`config.mk`:
```
export PLATFORM = sky130hd
export DESIGN_NAME = lock_order_deadlock_detector
export DESIGN_NICKNAME = d
export VERILOG_FILES = /design/src/rtl/core/lodd_pkg.sv /design/src/rtl/core/lock_order_deadlock_detector.sv
export SDC_FILE = /design/constraint.sdc
export NUM_CORES = 2
export LEC_CHECK = 0
export ABC_CLOCK_PERIOD_IN_PS = 6050
export BUFFER_PORTS_ARGS = -buffer_cell sky130_fd_sc_hd__buf_4
export CAP_MARGIN = 20
export CORE_MARGIN = 2
export CORE_UTILIZATION = 30
export DETAILED_ROUTE_END_ITERATION = 10
export HOLD_SLACK_MARGIN = 0.08
export MAX_ROUTING_LAYER = met4
export PLACE_DENSITY = 0.49
export SLEW_MARGIN = 20
export SYNTH_ARGS = -nofsm -noshare
export SYNTH_HDL_FRONTEND = slang
export SYNTH_SLANG_ARGS = --single-unit
```
`constraint.sdc`:
```
create_clock -name clk_i -period 6.05 [get_ports clk_i]
set_input_delay 0.605 -clock clk_i [delete_from_list [all_inputs] [get_ports clk_i]]
set_output_delay 0.605 -clock clk_i [all_outputs]
set_load 0.05 [all_outputs]
```
`src/rtl/core/lodd_pkg.sv`:
```
// ----------------------------------------------------------------------------
// lodd_pkg
// Codes shared by the lock-order deadlock detector and its checker.
// ----------------------------------------------------------------------------
package lodd_pkg;

  // Action of an input word
  localparam logic ActAcquire = 1'b0;
  localparam logic ActRelease = 1'b1;

  // Result status codes
  localparam logic [2:0] StOk       = 3'd0;
  localparam logic [2:0] StDeadlock = 3'd1;
  localparam logic [2:0] StEmpty    = 3'd2;
  localparam logic [2:0] StNotTop   = 3'd3;
  localparam logic [2:0] StFull     = 3'd4;
  localparam logic [2:0] StHalted   = 3'd5;

  // Widths of the word fields
  localparam int unsigned IdW     = 5;
  localparam int unsigned StatusW = 3;
  localparam int unsigned CountW  = 5;

endpackage

```
`src/rtl/core/lock_order_deadlock_detector.sv`:
```
// ----------------------------------------------------------------------------
// lock_order_deadlock_detector
// Tracks held locks on a stack and the lock-order graph in a bit matrix, and
// flags an acquire whose new ordering edge closes a cycle.
// ----------------------------------------------------------------------------
// Usage:
//   Input: raise start with action_i and lock_id_i; the word is taken at a
//   rising edge where busy is low. busy stays high until the result.
//   Output: done_o is high for exactly one cycle with status_o, edge_from_o,
//   edge_to_o and held_count_o; the receiver cannot stall it.
// Sequence: STop checks the word against the stack top; releases, halted,
//   ignored and full items and acquires that add no edge finish there.
//   Otherwise SRow reads the top lock's row and finishes if the edge is
//   known; a new edge is written and walked in SWalk and SWend, sweeping
//   the matrix rows until the top lock is reached or no row is new.
//   The walk is set by the single read port of the graph memory, one row
//   per cycle. A new word may be started in the cycle done_o is shown.
// Reset: stack empty, graph cleared at once through per-row valid bits,
//   halt flag cleared. After a deadlock every word returns halted until reset.
// ----------------------------------------------------------------------------
module lock_order_deadlock_detector #(
  parameter int unsigned MAX_LOCKS   = 32,
  parameter int unsigned STACK_DEPTH = 16
) (
  input  logic                         clk_i,
  input  logic                         rst_ni,
  input  logic                         start,
  output logic                         busy,
  input  logic                         action_i,
  input  logic [lodd_pkg::IdW-1:0]     lock_id_i,
  output logic                         done_o,
  output logic [lodd_pkg::StatusW-1:0] status_o,
  output logic [lodd_pkg::IdW-1:0]     edge_from_o,
  output logic [lodd_pkg::IdW-1:0]     edge_to_o,
  output logic [lodd_pkg::CountW-1:0]  held_count_o
);

  localparam int unsigned NodeW = (MAX_LOCKS > 1) ? $clog2(MAX_LOCKS) : 1;
  localparam int unsigned SIdxW = (STACK_DEPTH > 1) ? $clog2(STACK_DEPTH) : 1;
  localparam int unsigned SpW   = $clog2(STACK_DEPTH + 1);

  // Sequencer codes
  localparam logic [2:0] SIdle = 3'd0;
  localparam logic [2:0] STop  = 3'd1;
  localparam logic [2:0] SRow  = 3'd2;
  localparam logic [2:0] SWalk = 3'd3;
  localparam logic [2:0] SWend = 3'd4;

  logic [2:0] state_q, state_d;

  // Captured word
  logic                     act_q;
  logic [lodd_pkg::IdW-1:0] id_q;
  logic [lodd_pkg::IdW-1:0] top_q;
  logic [NodeW-1:0]         id_node;
  logic [NodeW-1:0]         top_node;
  logic                     id_oor;

  // Stack memory
  logic [lodd_pkg::IdW-1:0] stack_mem [STACK_DEPTH];
  logic [lodd_pkg::IdW-1:0] st_rdata_q;
  logic [SpW-1:0]           sp_q, sp_d;
  logic [SIdxW-1:0]         st_raddr;
  logic                     st_re;
  logic                     push, pop;

  // Graph memory with per-row valid bits
  logic [MAX_LOCKS-1:0] graph_mem [MAX_LOCKS];
  logic [MAX_LOCKS-1:0] row_vld_q;
  logic [MAX_LOCKS-1:0] gr_rdata_q;
  logic                 gr_rvld_q;
  logic [MAX_LOCKS-1:0] row_eff;
  logic [NodeW-1:0]     gr_raddr;
  logic                 gr_re;
  logic                 gr_we;

  // Reachability walk
  logic [MAX_LOCKS-1:0] vis_q, vis_d;
  logic [NodeW-1:0]     idx_q;
  logic [NodeW-1:0]     pend_idx_q;
  logic                 pend_q;
  logic                 chg_q;
  logic [MAX_LOCKS-1:0] new_bits;
  logic                 walk_start;

  // Finish of a word
  logic                         fin;
  logic [lodd_pkg::StatusW-1:0] fin_st;
  logic                         dead;
  logic                         halted_q;

  assign id_node  = NodeW'(id_q);
  assign top_node = NodeW'(top_q);
  assign id_oor   = (32'(id_q) >= MAX_LOCKS);
  assign row_eff  = gr_rvld_q ? gr_rdata_q : '0;
  assign st_raddr = SIdxW'(sp_q - SpW'(1));
  assign st_re    = start && (state_q == SIdle);

  // Rows newly reached through the row that arrives this cycle
  assign new_bits = (pend_q && vis_q[pend_idx_q]) ? (row_eff & ~vis_q) : '0;
  assign vis_d    = vis_q | new_bits;

  // Graph read address: the top row, then the sweep index
  assign gr_raddr = (state_q == STop) ? NodeW'(st_rdata_q) : idx_q;

  // Sequencer
  always_comb begin
    state_d    = state_q;
    fin        = 1'b0;
    fin_st     = lodd_pkg::StOk;
    push       = 1'b0;
    pop        = 1'b0;
    dead       = 1'b0;
    gr_re      = 1'b0;
    gr_we      = 1'b0;
    walk_start = 1'b0;
    unique case (state_q)
      SIdle: begin
        if (start) state_d = STop;
      end
      STop: begin
        fin = 1'b1;
        if (halted_q) begin
          fin_st = lodd_pkg::StHalted;
        end else if (id_oor) begin
          fin_st = lodd_pkg::StOk;
        end else if (act_q == lodd_pkg::ActRelease) begin
          if (sp_q == '0) fin_st = lodd_pkg::StEmpty;
          else if (st_rdata_q != id_q) fin_st = lodd_pkg::StNotTop;
          else pop = 1'b1;
        end else if (32'(sp_q) >= STACK_DEPTH) begin
          fin_st = lodd_pkg::StFull;
        end else if (sp_q == '0 || st_rdata_q == id_q) begin
          push = 1'b1;
        end else begin
          fin   = 1'b0;
          gr_re = 1'b1;
          state_d = SRow;
        end
      end
      SRow: begin
        if (row_eff[id_node]) begin
          fin  = 1'b1;
          push = 1'b1;
        end else begin
          gr_we      = 1'b1;
          walk_start = 1'b1;
          state_d    = SWalk;
        end
      end
      SWalk: begin
        gr_re = 1'b1;
        if (idx_q == NodeW'(MAX_LOCKS - 1)) state_d = SWend;
      end
      SWend: begin
        if (vis_d[top_node]) begin
          fin    = 1'b1;
          dead   = 1'b1;
          fin_st = lodd_pkg::StDeadlock;
        end else if (chg_q || (new_bits != '0)) begin
          state_d = SWalk;
        end else begin
          fin  = 1'b1;
          push = 1'b1;
        end
      end
      default: state_d = SIdle;
    endcase
    if (fin) state_d = SIdle;
  end

  always_comb begin
    sp_d = sp_q;
    if (push) sp_d = sp_q + SpW'(1);
    else if (pop) sp_d = sp_q - SpW'(1);
  end

  // Control registers
  always_ff @(posedge clk_i or negedge rst_ni) begin
    if (!rst_ni) begin
      state_q   <= SIdle;
      sp_q      <= '0;
      halted_q  <= 1'b0;
      row_vld_q <= '0;
      vis_q     <= '0;
      idx_q     <= '0;
      pend_q    <= 1'b0;
      chg_q     <= 1'b0;
      done_o    <= 1'b0;
    end else begin
      state_q <= state_d;
      sp_q    <= sp_d;
      done_o  <= fin;
      pend_q  <= (state_q == SWalk);
      if (dead) halted_q <= 1'b1;
      if (gr_we) row_vld_q[top_node] <= 1'b1;
      // sweep bookkeeping
      if (walk_start) begin
        vis_q    <= MAX_LOCKS'(1) << id_node;
        idx_q    <= '0;
        chg_q    <= 1'b0;
      end else if (state_q == SWalk) begin
        vis_q <= vis_d;
        idx_q <= idx_q + NodeW'(1);
        if (new_bits != '0) chg_q <= 1'b1;
      end else if (state_q == SWend) begin
        vis_q <= vis_d;
        idx_q <= '0;
        chg_q <= 1'b0;
      end
    end
  end

  // Payload registers
  always_ff @(posedge clk_i) begin
    if (st_re) begin
      act_q <= action_i;
      id_q  <= lock_id_i;
    end
    if (state_q == STop) top_q <= st_rdata_q;
    if (state_q == SWalk) pend_idx_q <= idx_q;
    if (fin) begin
      status_o     <= fin_st;
      edge_from_o  <= dead ? top_q : '0;
      edge_to_o    <= dead ? id_q : '0;
      held_count_o <= lodd_pkg::CountW'(sp_d);
    end
  end

  // Held-lock stack memory
  always_ff @(posedge clk_i) begin
    if (push) stack_mem[SIdxW'(sp_q)] <= id_q;
    if (st_re) st_rdata_q <= stack_mem[st_raddr];
  end

  // Lock-order graph memory; a row not yet written reads as empty
  always_ff @(posedge clk_i) begin
    if (gr_we) graph_mem[top_node] <= row_eff | (MAX_LOCKS'(1) << id_node);
    if (gr_re) begin
      gr_rdata_q <= graph_mem[gr_raddr];
      gr_rvld_q  <= row_vld_q[gr_raddr];
    end
  end

  assign busy = (state_q != SIdle);

endmodule

```
Yosys cells after proc, flatten, opt, wreduce, memory -nomap -nowiden
Memories as Yosys holds them, arrays and structs flattened. A register that Yosys moved wholly into a read port is not among the register bits.
Index checks and enable logic that the tools add are counted.

cells by class
  add/subtract/negate cells = 3
  order comparisons = 6
  equal/unequal tests = 17
  shifts and indexed selects = 1
  multiplexer cells = 74
  bitwise gates (word level) = 5
  reduce and logical (&&, ||, !) cells = 12

operators with widths
  operator                                                           count
  2-to-1 mux 32 bit                                                  5
  bitwise OR 32 bit                                                  3
  2-to-1 mux 3 bit                                                   13
  2-to-1 mux 1 bit                                                   38
  bitwise AND 32 bit                                                 1
  NOT 32 bit                                                         1
  nonzero test 32 bit                                                1
  left shift 1 x 5 -> 32 bit, first input constant                   1
  2-to-1 mux 5 bit                                                   6
  != test 3 bit, second input constant                               9
  less-than comparator 5 x 6 -> 1 bit, second input constant         4
  binary-select mux 1 bit (select 5 bit)                             4
  one-hot mux 3 bit (5 select lines)                                 1
  adder 5 x 1 -> 5 bit, second input constant                        2
  AND reduction 9 bit                                                1
  equality test 3 x 2 -> 1 bit, second input constant                2
  one-hot mux 1 bit (3 select lines)                                 2
  one-hot mux 3 bit (2 select lines)                                 1
  nonzero test 3 bit                                                 2
  demux 1 bit (select 5 bit)                                         1
  equality test 5 bit                                                1
  equality test 5 bit, second input constant                         1
  greater-or-equal comparator 5 x 1 -> 1 bit, second input constant  1
  greater-or-equal comparator 5 bit, second input constant           1
  other kinds (12)                                                   16

storage, ports and cells
  bits in registers = 116
  memory bits (writable) = 1104
  input bits = 9
  output and inout port bits = 20
  word-level logic and storage cells = 138
  memories kept = 2

memory list
  name       depth  bits a word  read ports  clocked after memory_dff  wr ports  RTL line                            RTL
  graph_mem  32     32           1           1                         1         lock_order_deadlock_detector.sv:68  logic [MAX_LOCKS-1:0] graph_mem [MAX_LOCKS];
  stack_mem  16     5            1           1                         1         lock_order_deadlock_detector.sv:60  logic [lodd_pkg::IdW-1:0] stack_mem [STACK_DEPTH];

Depth between registers and ports, before layout
  depth after elaboration = 11
  gate-level depth with buffers = 13
  depth with buffers taken out = 9

Worst setup path before layout
OpenSTA, ideal clock, no wires.

  path kind = register to register
  from = register id_q, in the netlist id_node[0]
  to = memory graph_mem[13][0] (enable)
  setup time = 422 ps
  arrival time = 3834 ps
  data required time = 5628 ps
  path slack = 1794 ps
  stages on the path, launching flop included = 9
  buffers on the path = 2
  period minus slack after synthesis = 4256 ps
  cell sequence = edfxtp_1 > buf_2 > mux4_2 > a22o_1 > o211ai_2 > and3_1 > buf_2 > nand3b_1 > nor2_1

on the way
  word-level cells in the longest chain between the ends = 6

RTL lines
  element                                 RTL line                             RTL
  start: declaration                      lock_order_deadlock_detector.sv:53   logic [lodd_pkg::IdW-1:0] id_q;
  start signal: assignment                lock_order_deadlock_detector.sv:218  id_q <= lock_id_i;
  binary-select mux 1 bit (select 5 bit)  lock_order_deadlock_detector.sv:142  if (row_eff[id_node]) begin
  2-to-1 mux 1 bit (not written as such)  lock_order_deadlock_detector.sv:142
  2-to-1 mux 1 bit                        lock_order_deadlock_detector.sv:142
  2-to-1 mux 1 bit                        lock_order_deadlock_detector.sv:117  unique case (state_q)
  2-to-1 mux 1 bit                        lock_order_deadlock_detector.sv:238  if (gr_we) graph_mem[top_node] <= row_eff | (MAX_LOCKS'(1) << id_node);
  2-to-1 mux 1 bit (not written as such)  lock_order_deadlock_detector.sv:238
  end: declaration                        lock_order_deadlock_detector.sv:68

No other way between the ends. The select of a mux whose other input is x is not followed.

Final worst setup path
  from = register id_q, in the netlist id_node[0]
  to = memory graph_mem[21][16] (enable)

The elaborated chain is that of the path after synthesis.

==> run_results.csv <==
group,metric,value,unit
outcome,status,"completed",
timing,drv_slew,0,
layout,area.growth.synth_to_final,15.3,%
grt,grt_util_overall,0.185,
synthesis,async_reset_ff_frac,0.0644,
timing,grt_setup_unrepaired,"no",
grt,global_route_wire_length_before_repair,234,mm
grt,grt.overflow.total,0,
synthesis,syn-num-nets,4029,
worst_setup_path,regToRegSetupSlack,1230,ps
routing,number_of_vias_in_the_routed_layout,33400,
power,internal_power_of_the_cells,19.0,mW
place,dpl-instance-area,0.0557,mm^2
timing,worst_slew_margin_rel,0.242,
timing,finalHoldViolCount,0,
clocking,htree_levels,4,
place,place_hpwl,91.6,mm
floorplan,die_y,421,um
power,swShare,0.380,
job,timing.max_cap.violations,0,
clocking,path_clk_slew,70,ps
layout,layout.filler_cells,16700,
clocking,clock-root-buffer,"sky130_fd_sc_hd__clkbuf_16",
synthesis,yosys_warnings,0,
floorplan,rows,152,
power,sequentialPowerShare,0.386,
synthesis,avgSynthCellArea,13.0,um^2
layout,final_design_area_no_fill,0.0601,mm^2
synthesis,ys_seq_area_frac,0.716,
synthesis,syn_area,0.0521,mm^2
synthesis,synth-seq-cells,1257,
power,power.clock.fraction,0.267,
worst_setup_path,crit_required,6470,ps
place,setup_slack_at_placement,1270,ps
floorplan,core,0.172,mm^2
clocking,post_cts_buffers,0,
worst_setup_path,kind_of_start_point_of_the_critical_path,"flip-flop",
worst_setup_path,setup.worst_path.class,"reg2reg",
routing,drt-pass1-iter-count,6,
layout,nets,4053,
grt,largest_net_degree_at_the_start_of_global_routing,140,
timing,min_period,4820,ps
layout,final_util,0.349,
layout,final_layout_size_suffix_gt1_frac,0.124,
layout,layout_commonest_cell,"sky130_fd_sc_hd__edfxtp_1",
power,power_density,510,mW/mm^2
routing,postRouteWirelength,160,mm
grt,first_global_vias,32500,
clocking,cts_inserted_buffers,138,
place,io_buffer_count,28,
synthesis,synth.distinct_cells,65,
timing,fmaxAchievable,0.207,GHz
floorplan,ios,29,
timing,final_critical_path_share_of_the_clock_period,0.797,
min_path,worstHoldPathType,"in2async",
clocking,cts_num_sinks,1257,
floorplan,floorplan.initialDensity,0.303,
routing,drt-vias-per-instance,5.17,
grt,initial_antenna_violation_count,5,
timing,setup_viol,0,
layout,mostFrequentLayoutCells,"sky130_fd_sc_hd__edfxtp_1 (1,176), sky130_fd_sc_hd__nand2_1 (1,040), sky130_fd_sc_hd__nand3_1 (576), sky130_fd_sc_hd__clkbuf_16 (140), sky130_fd_sc_hd__buf_4 (133)",
place,place_congestion,0.946,
routing,dr.first_iter.drc_count,3215,
timing,finalHoldWorstSlack,315,ps
routing,postRouteAntennaNets,0,
routing,drcViolationCount,0,
clocking,clkLatencyLatePin,800,ps
power,netSwitchingPower,11.6,mW
worst_setup_path,critical_path.endpoint_type,"flip-flop",
timing,timing_worst_slew_pin_value,1130,ps
worst_setup_path,endpoint_arrival_time_on_the_critical_path,5240,ps
power,p_leak,20.7,nW
clocking,tritoncts_clock_tree,"yes",
routing,routed_wire_length_per_instance,24.8,um
layout,instances_no_fill,6461,
synthesis,yosys_most_used_dff,"sky130_fd_sc_hd__edfxtp_1",
power,combPwrFrac,0.348,
worst_setup_path,worstPathMaxFanout,19,
power,vdd_drop_max,594,uV
synthesis,postSynthCellCount,4014,
timing,totalNegativeSetupSlack,0,ps
synthesis,synth-edff-count,1176,
floorplan,die_area,0.177,mm^2
clocking,max_buffers_root_to_sink,3,
place,dp.cells,6199,
timing,finClkSkew,39.3,ps
power,finalPower,30.6,mW
timing,fin_ws,1230,ps
floorplan,chipWidth,421,um
==> what timing repair did <==
action / 4_1_cts / 5_1_grt
gates resized for setup: 0 / 0
hold endpoints to repair: 31 / 0
hold buffers: 7 / 0
==> final timing paths <==
kind | cells after the start | from | end
hold reg to reg | 1 | row_vld_q[18]$_DFFE_PN0P_ | row_vld_q[18]$_DFFE_PN0P_
min in group clk_i | 5 | start | state_q[0]$_DFFE_PN0P_
max in group asynchronous | 3 | rst_ni | idx_q[1]$_DFFE_PN0P_
setup reg to reg | 7 | id_node[0]$_DFFE_PP_ | graph_mem[21][16]$_DFFE_PP_
setup / recovery | 7 | id_node[0]$_DFFE_PP_ | graph_mem[21][16]$_DFFE_PP_
hold / removal | 2 | rst_ni | vis_q[0]$_DFFE_PN0P_
==> registers in the layout, indices dropped and copies added, names as in the netlist, 32 cells and up <==
signal and count:
graph_mem 1024, gr_rdata_q 32, stack_mem 80, vis_q 32
row_vld_q 32
==> kinds of logic (layout without fill, tap and decap cells) <==
logic type	Yosys count	after routing	share of synthesized area
other	0	5	0
buffers and inverters	349	481	0.0290
AOI/OAI and AO/OA	443	443	0.0659
and+or+nand+nor	1874	1874	0.158
adders and majority gates	6	6	0.00144
muxes	77	77	0.0278
DFF	1257	1257	0.716
xor gates and xnor gates	8	8	0.00134
==> synthesized netlist by cell type, drive strengths merged, types with 36 or more instances <==
master	n	area (um^2)
edfxtp	1176	35300
nand2	1047	3930
nand3	576	2880
clkbuf	142	534
buf	139	721
a311oi	132	1160
dfrtp	81	2030
nor2	75	282
inv	68	255
a211oi	66	495
a21oi	63	338
mux4	52	1170
and3	37	231
or2	36	225
==> power groups by stage <==
| stage | combinational [mW] | clock (mW) | sequential, mW |
|---|---|---|---|
| after floorplan | 6.63 | 0 | 11.8 |
| after global placement | 10.7 | 0 | 12.0 |
| after detailed placement | 10.7 | 0 | 12.0 |
| after CTS | 10.7 | 8.33 | 11.8 |
| after global routing | 11.5 | 8.66 | 11.9 |
| final | 10.6 | 8.17 | 11.8 |
==> layer usage <==
| layer | global-route usage | wire length (um) | up-vias |
|---|---|---|---|
| met1 | 0.255 | 72200 | 17000 |
| met3 | 0.0298 | 9570 | 247 |
| met2 | 0.280 | 73900 | 1188 |
| met5 | - | 0 | - |
| li1 | - | - | 15000 |
| met4 | 0.0611 | 4750 | 0 |
==> critical path: stages, from the launching register on <==
cell	delay, ps
sky130_fd_sc_hd__edfxtp_1	850
sky130_fd_sc_hd__mux4_2	610
sky130_fd_sc_hd__a22o_1	260
sky130_fd_sc_hd__o211ai_2	310
sky130_fd_sc_hd__and3_1	300
sky130_fd_sc_hd__nand3b_1	590
sky130_fd_sc_hd__nor2_4	970
sky130_fd_sc_hd__buf_4	510
==> area by class of cell <==
cell class                 instances  area (um^2)  area share
antenna                            5         12.5    0.000208
tap                             2310         2890      0.0481
timing repair buffer             165         1580      0.0263
sequential                      1257        37300       0.621
clock buffer                     179         3690      0.0614
clock inverter                    69          634      0.0106
multi-input combinational       2408        13700       0.228
inverter                          68          255     0.00425
Power figures use the tool's default switching activity.
